===== config.mk =====
export PLATFORM = sky130hd
export DESIGN_NAME = daily_keyframe_color_interpolator_flat
export DESIGN_NICKNAME = d
export VERILOG_FILES = /design/src/hdl/dkci_pkg.sv /design/src/hdl/dkci_ifs.sv /design/src/hdl/daily_keyframe_color_interpolator.sv /design/src/hdl/dkci_kf_mem.sv /design/src/flat_wrapper.sv
export SDC_FILE = /design/constraint.sdc
export NUM_CORES = 2
export LEC_CHECK = 0
export ABC_AREA = 0
export BUFFER_PORTS_ARGS = -buffer_cell sky130_fd_sc_hd__buf_4
export CORE_UTILIZATION = 43
export DETAILED_ROUTE_END_ITERATION = 7
export PLACE_DENSITY = 0.63
export RECOVER_POWER = 50
export SETUP_SLACK_MARGIN = 0.4
export SLEW_MARGIN = 20
export SYNTH_ARGS = -nofsm -noshare
export SYNTH_HDL_FRONTEND = slang
export SYNTH_SLANG_ARGS = --single-unit

===== constraint.sdc =====
create_clock -name clk -period 7.35 [get_ports clk]
set_input_delay 0 -clock clk [delete_from_list [all_inputs] [get_ports clk]]
set_output_delay 0 -clock clk [all_outputs]
set_load 0.1 [all_outputs]

===== src/hdl/dkci_pkg.sv =====
// Shared types and constants of the keyframe color interpolator.
package dkci_pkg;

	localparam int TIME_W      = 17;
	localparam int VAL_W       = 8;
	localparam int CHANNELS    = 4;
	localparam int SLOT_W      = 3;
	localparam int KEYS_W      = 4;
	localparam int PCT_W       = 7;
	localparam int SPAN_W      = 19;
	localparam int DAY_SECONDS = 86400;
	localparam int PERCENT     = 100;
	localparam int RECIP_100   = 5243;
	localparam int RECIP_SHIFT = 19;

	typedef enum logic {
		OP_WRITE = 1'b0,
		OP_EVAL  = 1'b1
	} op_t;

	typedef struct packed {
		logic [TIME_W-1:0]                  time_s;
		logic [CHANNELS-1:0][VAL_W-1:0]     val;
	} keyframe_t;

	typedef struct packed {
		op_t               op;
		logic [SLOT_W-1:0] key_index;
		logic [TIME_W-1:0] key_time;
		logic [VAL_W-1:0]  key_brightness;
		logic [VAL_W-1:0]  key_red;
		logic [VAL_W-1:0]  key_green;
		logic [VAL_W-1:0]  key_blue;
		logic [TIME_W-1:0] now_seconds;
	} item_t;

	typedef struct packed {
		logic [SLOT_W-1:0] last_key;
		logic [PCT_W-1:0]  progress_percent;
		logic [VAL_W-1:0]  bright_out;
		logic [VAL_W-1:0]  red_out;
		logic [VAL_W-1:0]  green_out;
		logic [VAL_W-1:0]  blue_out;
	} result_t;

endpackage


===== src/hdl/dkci_ifs.sv =====
// Handshake channel interfaces: input items, results, register writes.
interface dkci_item_if;
	logic           valid;
	logic           ready;
	dkci_pkg::item_t data;
	modport source (output valid, output data, input ready);
	modport sink   (input valid, input data, output ready);
endinterface

interface dkci_result_if;
	logic              valid;
	logic              ready;
	dkci_pkg::result_t data;
	modport source (output valid, output data, input ready);
	modport sink   (input valid, input data, output ready);
endinterface

interface dkci_cfg_if;
	logic                        valid;
	logic                        ready;
	logic [dkci_pkg::KEYS_W-1:0] data;
	modport source (output valid, output data, input ready);
	modport sink   (input valid, input data, output ready);
endinterface


===== src/hdl/daily_keyframe_color_interpolator.sv =====
// Top level of the daily keyframe color interpolator: sequencer and shared datapath.
//
//   channel  dir  word      purpose
//   item     in   item_t    keyframe write or evaluate request
//   result   out  result_t  chosen key, progress, interpolated channels
//   cfg      in   4 bits    keys_in_use
//
// A write word is stored in the table as it is accepted. An evaluate word
// scans n keys (n = keys in use), one table read per cycle, then eight
// restoring-divide steps give the percentage; S_CMUL, S_CDIV run per channel.
// Reset is asynchronous; the table is not cleared. A result waiting in the
// output register does not block the next word, only the next result.
module daily_keyframe_color_interpolator #(
	parameter int MAX_KEYS = 8
) (
	input  logic          clk,
	input  logic          arst_n,
	dkci_item_if.sink     item,
	dkci_result_if.source result,
	dkci_cfg_if.sink      cfg
);
	import dkci_pkg::*;

	localparam int IDX_W = (MAX_KEYS > 1) ? $clog2(MAX_KEYS) : 1;
	localparam int CNT_W = $clog2(MAX_KEYS + 1);
	localparam int MAG_W = SPAN_W - 1;
	localparam int DIV_W = MAG_W + 7;
	localparam int PRD_W = VAL_W + PCT_W;
	localparam int SCL_W = PRD_W + 13;

	typedef enum logic [10:0] {
		S_IDLE  = 11'b00000000001,
		S_SCAN  = 11'b00000000010,
		S_PICK  = 11'b00000000100,
		S_FLAST = 11'b00000001000,
		S_FNEXT = 11'b00000010000,
		S_SETUP = 11'b00000100000,
		S_DIV   = 11'b00001000000,
		S_FIX   = 11'b00010000000,
		S_CMUL  = 11'b00100000000,
		S_CDIV  = 11'b01000000000,
		S_DONE  = 11'b10000000000
	} state_t;

	state_t                        state_q;
	logic                          out_valid_q;
	logic [KEYS_W-1:0]             keys_q;
	result_t                       out_q;

	logic [TIME_W-1:0]             now_q;
	logic [IDX_W-1:0]              n_m1_q;
	logic [IDX_W-1:0]              cnt_q;
	logic [IDX_W-1:0]              last_q;
	logic [IDX_W-1:0]              next_q;
	logic                          found_q;
	logic                          wrap_q;
	logic [TIME_W-1:0]             t_last_q;
	logic [CHANNELS-1:0][VAL_W-1:0] a_q;
	logic [CHANNELS-1:0][VAL_W-1:0] b_q;
	logic [CHANNELS-1:0][VAL_W-1:0] v_q;
	logic signed [SPAN_W-1:0]      elap_q;
	logic signed [SPAN_W-1:0]      dist_q;
	logic                          pzero_q;
	logic [DIV_W-1:0]              rem_q;
	logic [DIV_W-1:0]              den_q;
	logic [7:0]                    quo_q;
	logic [2:0]                    step_q;
	logic [PCT_W-1:0]              p_q;
	logic [1:0]                    ch_q;
	logic                          neg_q;
	logic [PRD_W-1:0]              prod_q;

	logic                          in_acc;
	logic                          out_load;
	logic [CNT_W-1:0]              n_c;
	logic [IDX_W-1:0]              sel_c;
	logic [IDX_W-1:0]              rd_addr;
	keyframe_t                     rd_data;
	keyframe_t                     wr_data;
	logic                          wr_en;
	logic signed [SPAN_W-1:0]      elap_c;
	logic signed [SPAN_W-1:0]      dist_c;
	logic [MAG_W-1:0]              elap_mag;
	logic [MAG_W-1:0]              dist_mag;
	logic signed [VAL_W:0]         diff_c;
	logic [VAL_W-1:0]              diff_mag;
	logic [SCL_W-1:0]              scaled_c;
	logic [VAL_W-1:0]              qv_c;

	assign in_acc   = item.valid && item.ready;
	assign item.ready = (state_q == S_IDLE);
	assign cfg.ready  = 1'b1;
	assign out_load = (state_q == S_DONE) && (!out_valid_q || result.ready);
	assign result.valid = out_valid_q;
	assign result.data  = out_q;

	assign wr_en = in_acc && (item.data.op == OP_WRITE) &&
		(32'(item.data.key_index) < MAX_KEYS);
	assign wr_data.time_s = item.data.key_time;
	assign wr_data.val    = {item.data.key_blue, item.data.key_green,
		item.data.key_red, item.data.key_brightness};

	always_comb begin
		if (keys_q == '0) begin
			n_c = CNT_W'(1);
		end else if (32'(keys_q) > MAX_KEYS) begin
			n_c = CNT_W'(MAX_KEYS);
		end else begin
			n_c = CNT_W'(keys_q);
		end
	end

	assign sel_c = found_q ? last_q : n_m1_q;

	always_comb begin
		case (state_q)
			S_SCAN:  rd_addr = cnt_q + 1'b1;
			S_PICK:  rd_addr = sel_c;
			S_FLAST: rd_addr = next_q;
			default: rd_addr = '0;
		endcase
	end

	dkci_kf_mem #(
		.DEPTH (MAX_KEYS),
		.IDX_W (IDX_W)
	) u_mem (
		.clk   (clk),
		.we    (wr_en),
		.waddr (IDX_W'(item.data.key_index)),
		.wdata (wr_data),
		.raddr (rd_addr),
		.rdata (rd_data)
	);

	always_comb begin
		elap_c = $signed({2'b00, now_q}) - $signed({2'b00, rd_data.time_s});
		if (now_q < rd_data.time_s) begin
			elap_c = elap_c + SPAN_W'(DAY_SECONDS);
		end
		dist_c = $signed({2'b00, rd_data.time_s}) - $signed({2'b00, t_last_q});
		if (wrap_q) begin
			dist_c = dist_c + SPAN_W'(DAY_SECONDS);
		end
	end

	assign elap_mag = elap_q[SPAN_W-1] ? MAG_W'(-elap_q) : MAG_W'(elap_q);
	assign dist_mag = dist_q[SPAN_W-1] ? MAG_W'(-dist_q) : MAG_W'(dist_q);

	assign diff_c   = $signed({1'b0, b_q[ch_q]}) - $signed({1'b0, a_q[ch_q]});
	assign diff_mag = diff_c[VAL_W] ? VAL_W'(-diff_c) : VAL_W'(diff_c);
	assign scaled_c = SCL_W'(prod_q) * SCL_W'(RECIP_100);
	assign qv_c     = scaled_c[RECIP_SHIFT +: VAL_W];

	// control
	always_ff @(posedge clk or negedge arst_n) begin
		if (!arst_n) begin
			state_q     <= S_IDLE;
			out_valid_q <= 1'b0;
			keys_q      <= KEYS_W'(6);
		end else begin
			if (cfg.valid) begin
				keys_q <= cfg.data;
			end
			if (out_load) begin
				out_valid_q <= 1'b1;
			end else if (result.ready) begin
				out_valid_q <= 1'b0;
			end
			case (state_q)
				S_IDLE: begin
					if (in_acc && item.data.op == OP_EVAL) begin
						state_q <= S_SCAN;
					end
				end
				S_SCAN: begin
					if (cnt_q == n_m1_q) begin
						state_q <= S_PICK;
					end
				end
				S_PICK:  state_q <= S_FLAST;
				S_FLAST: state_q <= S_FNEXT;
				S_FNEXT: state_q <= S_SETUP;
				S_SETUP: state_q <= S_DIV;
				S_DIV: begin
					if (step_q == '0) begin
						state_q <= S_FIX;
					end
				end
				S_FIX:   state_q <= S_CMUL;
				S_CMUL:  state_q <= S_CDIV;
				S_CDIV: begin
					state_q <= (ch_q == 2'(CHANNELS - 1)) ? S_DONE : S_CMUL;
				end
				S_DONE: begin
					if (out_load) begin
						state_q <= S_IDLE;
					end
				end
				default: state_q <= S_IDLE;
			endcase
		end
	end

	// datapath
	always_ff @(posedge clk) begin
		case (state_q)
			S_IDLE: begin
				now_q   <= item.data.now_seconds;
				n_m1_q  <= IDX_W'(n_c - 1'b1);
				cnt_q   <= '0;
				found_q <= 1'b0;
				last_q  <= '0;
			end
			S_SCAN: begin
				if ({2'b00, now_q} > {2'b00, rd_data.time_s}) begin
					last_q  <= cnt_q;
					found_q <= 1'b1;
				end
				cnt_q <= cnt_q + 1'b1;
			end
			S_PICK: begin
				last_q <= sel_c;
				wrap_q <= (sel_c == n_m1_q);
				next_q <= (sel_c == n_m1_q) ? '0 : sel_c + 1'b1;
			end
			S_FLAST: begin
				t_last_q <= rd_data.time_s;
				a_q      <= rd_data.val;
				elap_q   <= elap_c;
			end
			S_FNEXT: begin
				b_q    <= rd_data.val;
				dist_q <= dist_c;
			end
			S_SETUP: begin
				pzero_q <= (dist_q == '0) || (elap_q == '0) ||
					(elap_q[SPAN_W-1] != dist_q[SPAN_W-1]);
				rem_q   <= DIV_W'(elap_mag) * DIV_W'(PERCENT);
				den_q   <= {dist_mag, 7'b0};
				quo_q   <= '0;
				step_q  <= 3'd7;
			end
			S_DIV: begin
				if (rem_q >= den_q) begin
					rem_q <= rem_q - den_q;
					quo_q <= {quo_q[6:0], 1'b1};
				end else begin
					quo_q <= {quo_q[6:0], 1'b0};
				end
				den_q  <= den_q >> 1;
				step_q <= step_q - 1'b1;
			end
			S_FIX: begin
				if (pzero_q) begin
					p_q <= '0;
				end else if (quo_q[7] || quo_q[6:0] > PCT_W'(PERCENT)) begin
					p_q <= PCT_W'(PERCENT);
				end else begin
					p_q <= quo_q[6:0];
				end
				ch_q <= '0;
			end
			S_CMUL: begin
				neg_q  <= diff_c[VAL_W];
				prod_q <= PRD_W'(p_q) * PRD_W'(diff_mag);
			end
			S_CDIV: begin
				v_q[ch_q] <= neg_q ? a_q[ch_q] - qv_c : a_q[ch_q] + qv_c;
				ch_q      <= ch_q + 1'b1;
			end
			default: begin
			end
		endcase
		if (out_load) begin
			out_q.last_key         <= SLOT_W'(last_q);
			out_q.progress_percent <= p_q;
			out_q.bright_out       <= v_q[0];
			out_q.red_out          <= v_q[1];
			out_q.green_out        <= v_q[2];
			out_q.blue_out         <= v_q[3];
		end
	end

endmodule


===== src/hdl/dkci_kf_mem.sv =====
// Keyframe table: one write port, one registered read port.
module dkci_kf_mem #(
	parameter int DEPTH = 8,
	parameter int IDX_W = 3
) (
	input  logic                clk,
	input  logic                we,
	input  logic [IDX_W-1:0]    waddr,
	input  dkci_pkg::keyframe_t wdata,
	input  logic [IDX_W-1:0]    raddr,
	output dkci_pkg::keyframe_t rdata
);
	import dkci_pkg::*;

	keyframe_t mem_q [DEPTH];
	keyframe_t rdata_q;

	always_ff @(posedge clk) begin
		if (we) begin
			mem_q[waddr] <= wdata;
		end
		rdata_q <= mem_q[raddr];
	end

	assign rdata = rdata_q;

endmodule

===== src/flat_wrapper.sv =====
// flat-port wrapper written by rule: the top's interface ports become plain ports
module daily_keyframe_color_interpolator_flat import dkci_pkg::*;
#(
	parameter int MAX_KEYS = 8
)
  (clk, arst_n, item_valid, item_data, item_ready, result_valid, result_data, result_ready, cfg_valid, cfg_data, cfg_ready);
  dkci_item_if item_i ();
  dkci_result_if result_i ();
  dkci_cfg_if cfg_i ();
  input  logic clk;
  input  logic arst_n;
  input wire logic [$bits(item_i.valid)-1:0] item_valid;
  input wire logic [$bits(item_i.data)-1:0] item_data;
  output wire logic [$bits(item_i.ready)-1:0] item_ready;
  output wire logic [$bits(result_i.valid)-1:0] result_valid;
  output wire logic [$bits(result_i.data)-1:0] result_data;
  input wire logic [$bits(result_i.ready)-1:0] result_ready;
  input wire logic [$bits(cfg_i.valid)-1:0] cfg_valid;
  input wire logic [$bits(cfg_i.data)-1:0] cfg_data;
  output wire logic [$bits(cfg_i.ready)-1:0] cfg_ready;
  assign item_i.valid = item_valid;
  assign item_i.data = item_data;
  assign item_ready = item_i.ready;
  assign result_valid = result_i.valid;
  assign result_data = result_i.data;
  assign result_i.ready = result_ready;
  assign cfg_i.valid = cfg_valid;
  assign cfg_i.data = cfg_data;
  assign cfg_ready = cfg_i.ready;
  daily_keyframe_color_interpolator #(.MAX_KEYS(MAX_KEYS)) u_core (.clk(clk), .arst_n(arst_n), .item(item_i), .result(result_i), .cfg(cfg_i));
endmodule

==> reports/qor.yml <==
via_per_inst: 5.00
cp.required_ns: 7.74
via_count: 24673
worst_path_most_repeated_cell: "fa_1"
slew_violations: 141
yosys_warnings: 0
synth_edf_count: 703
grt.overflow.total: 0
rsz0062_at_grt: "true"
area_delta_synth_final_pct: 16.6
drive_above_1_share_pct: 9.63
fin_util_pct: 50.8
p_per_area_mw_per_mm2: 331
crit_family: "adder cells"
crit_path_max_incr_delay_ns: 0.55
power_leakage_uw: 0.0187
track_usage_pct: 17.6
hp-start: "item_data[66]"
status: "finished with violations"
hold_path_end: "u_core.u_mem.mem_q[5][32]"
seq_area_frac_synth_pct: 56.3
final_common_cell: "edfxtp_1"
die_h_um: 307
boundaryPins: 124
skew_ns: 0.0292
syn_area_mm2: 0.0400
start_util_pct: 43.5
synth-seq-cells: 768
rrSetupSlack_ns: 0.54
setup_viol: 0
synthAdderAreaFrac_pct: 14.5
synth.net_count: 3832
grt_max_degree: 147
cp-start-kind: "register"
drc_errors: 0
row_count: 111
crit_type: "reg2reg"
crit_buf_inv: 4
r2r_start: "u_core.ch_q[0]"
grt_pass1_wl_um: 131000
hpwl_um: 55100
antenna_found_initial: 3
die_x_um: 307
cts-htree-levels: 3
wl_per_cell_um: 16.8
clockBufferDepth: 3
synth_compound_area_share_pct: 8.14
fmax_mhz: 147
place.gp.congestion: 0.818
die_area_mm2: 0.0941
slowest_stage: "mux4_2"
cts_tree: "done"
cp-end-kind: "register"
drv_cap: 3
ant_nets: 0
clk_latency_ns: 0.66
ctsRootBufferMaster: "clkbuf_16"
core_mm2: 0.0918
cp.arrival_ns: 7.20
relSlewSlack_pct: -83.4
period_minus_slack_ns: 6.81
layout.nets: 4098
violations: "max-capacitance violations, max-slew violations"
yosys.area.top_type: "edfxtp_1"
grt_pass1_vias: 23939
drt-total-wl_um: 82900
synthXorXnorAreaFrac_pct: 3.61
hold_viol_final: 0
netlist.area_leader.share_pct: 52.8
synth_top_family_by_area: "adder cells"
drtIter0Drc: 1344
synth_area_leaders: "edfxtp_1 53%, ha_1 8.7%, fa_1 5.8%"
hp-class: "in2reg"
clk_pin_slew_ns: 0.06
syn_inst: 3360
synth_cell_types: 82
numPortBuffers: 122
numCtsBuffers: 81
r2r_cells: 26
tightestPinTransition_ns: 2.75
hold_depth: 3
synth-simple-area-share_pct: 11.7
most-common-layout-cells: "703 x edfxtp_1, 579 x nand2_1, 337 x inv_1"
synth.area.mux_share_pct: 1.22
peakVddDrop_mv: 0.253
clock_sinks: 768
async_flop_share_pct: 2.08
fin_crit_sh_pct: 92.7
avgSynthCellArea_um2: 11.9
reg2reg_to: "u_core.prod_q[13]"
tns_ns: 0
firstDrtPassIters: 5
cp_max_fo: 7
synth_ff_type: "edfxtp_1"
==> logic make-up (layout without fill, tap and decap cells) <==
family | Yosys count | after routing
buf+inv | 449 | 784
fa+ha+maj | 393 | 393
mux | 28 | 28
simple gates | 1043 | 1043
xor+xnor | 164 | 164
other cells | 1 | 2
flops | 768 | 768
compound gates | 514 | 514
==> timing repair <==
action / 4_1_cts / 5_1_grt
setup endpoints to repair: 16 / 17
buffers inserted: 20 / 24
endpoints found under the hold margin: 503 / 0
hold buffers: 83 / 0
pin swaps: 7 / 56
resized for setup: 26 / 64
==> metrics by stage <==
step	cells	hold WS, ns	instance area (um^2)	power (uW)	setup slack (ns)
3_5_place_dp	4659	-0.0971	42400	10900	-0.194
2_1_floorplan	3360	-0.296	40000	9680	0.468
5_1_grt	4939	0.0389	46600	16400	0.145
4_1_cts	4914	0.00764	46500	15500	0.402
3_3_place_gp	4659	-0.0966	42400	10800	0.0283
6_report	4939	0.0530	46600	15400	0.540
==> cell usage after synthesis, types with 41 or more instances <==
library cell,instances
a21o_1,42
dfxtp_1,49
clkbuf_1,50
o21ai_0,158
nand3_1,113
nor2_1,129
xor2_1,65
inv_1,350
a21oi_1,93
o211ai_1,60
edfxtp_1,703
nand2_1,579
xnor2_1,98
ha_1,278
nor2b_1,41
fa_1,115
==> registers in the layout, summed over array words and instances (netlist names), 7 cells and up <==
register,count
u_core.t_last_q,17
u_core.u_mem.mem_q,392
u_core.den_q,25
u_core.b_q,32
u_core.result.data,42
u_core.prod_q,15
u_core.p_q,7
u_core.elap_q,19
u_core.now_q,17
u_core.quo_q,8
u_core.rem_q,25
u_core.dist_q,19
u_core.state_q,11
u_core.a_q,32
u_core.u_mem.rdata,49
u_core.v_q,32
==> metal layers <==
metal  vias up  wire length, um  track usage, %
met2       365            40900            29.8
li1      12307                -               -
met5         -                0               0
met3        76             2830            2.21
met4         0             1180            4.50
met1     11925            38000            23.8
==> tightest hold or removal path, delay by kind of cell <==
family / cells / cell delay [ns]
and+or+nand+nor: 2 / 0.39
buffers and inverters: 1 / 0.11
==> worst max-delay path by stage <==
stage,slack [ns],cells after the start,from,to
after floorplan,0.47,32,u_core.ch_q[0],u_core.prod_q[13]
after CTS,0.40,27,u_core.prod_q[11],u_core.v_q[23]
after global placement,0.03,30,u_core.prod_q[12],u_core.v_q[31]
after detailed placement,-0.19,30,u_core.prod_q[12],u_core.v_q[15]
after global routing,0.15,29,u_core.ch_q[0],u_core.prod_q[13]
final,0.54,26,u_core.ch_q[0],u_core.prod_q[13]
==> final cells by class <==
cell class | instances | area [um^2]
inverter | 351 | 1320
clock buffer | 102 | 2240
multi-input combinational | 2143 | 16100
sequential | 768 | 22500
tap | 1243 | 1560
clock inverter | 50 | 807
antenna | 1 | 2.50
fill | 7989 | 45200
timing repair buffer | 281 | 2030
==> power breakdown <==
part / switching [uW] / total (uW) / internal (uW)
sequential: 229 / 5660 / 5430
clock: 1770 / 4530 / 2760
combinational: 3150 / 5230 / 2080
Note: power is estimated with default switching activity, not from simulation.
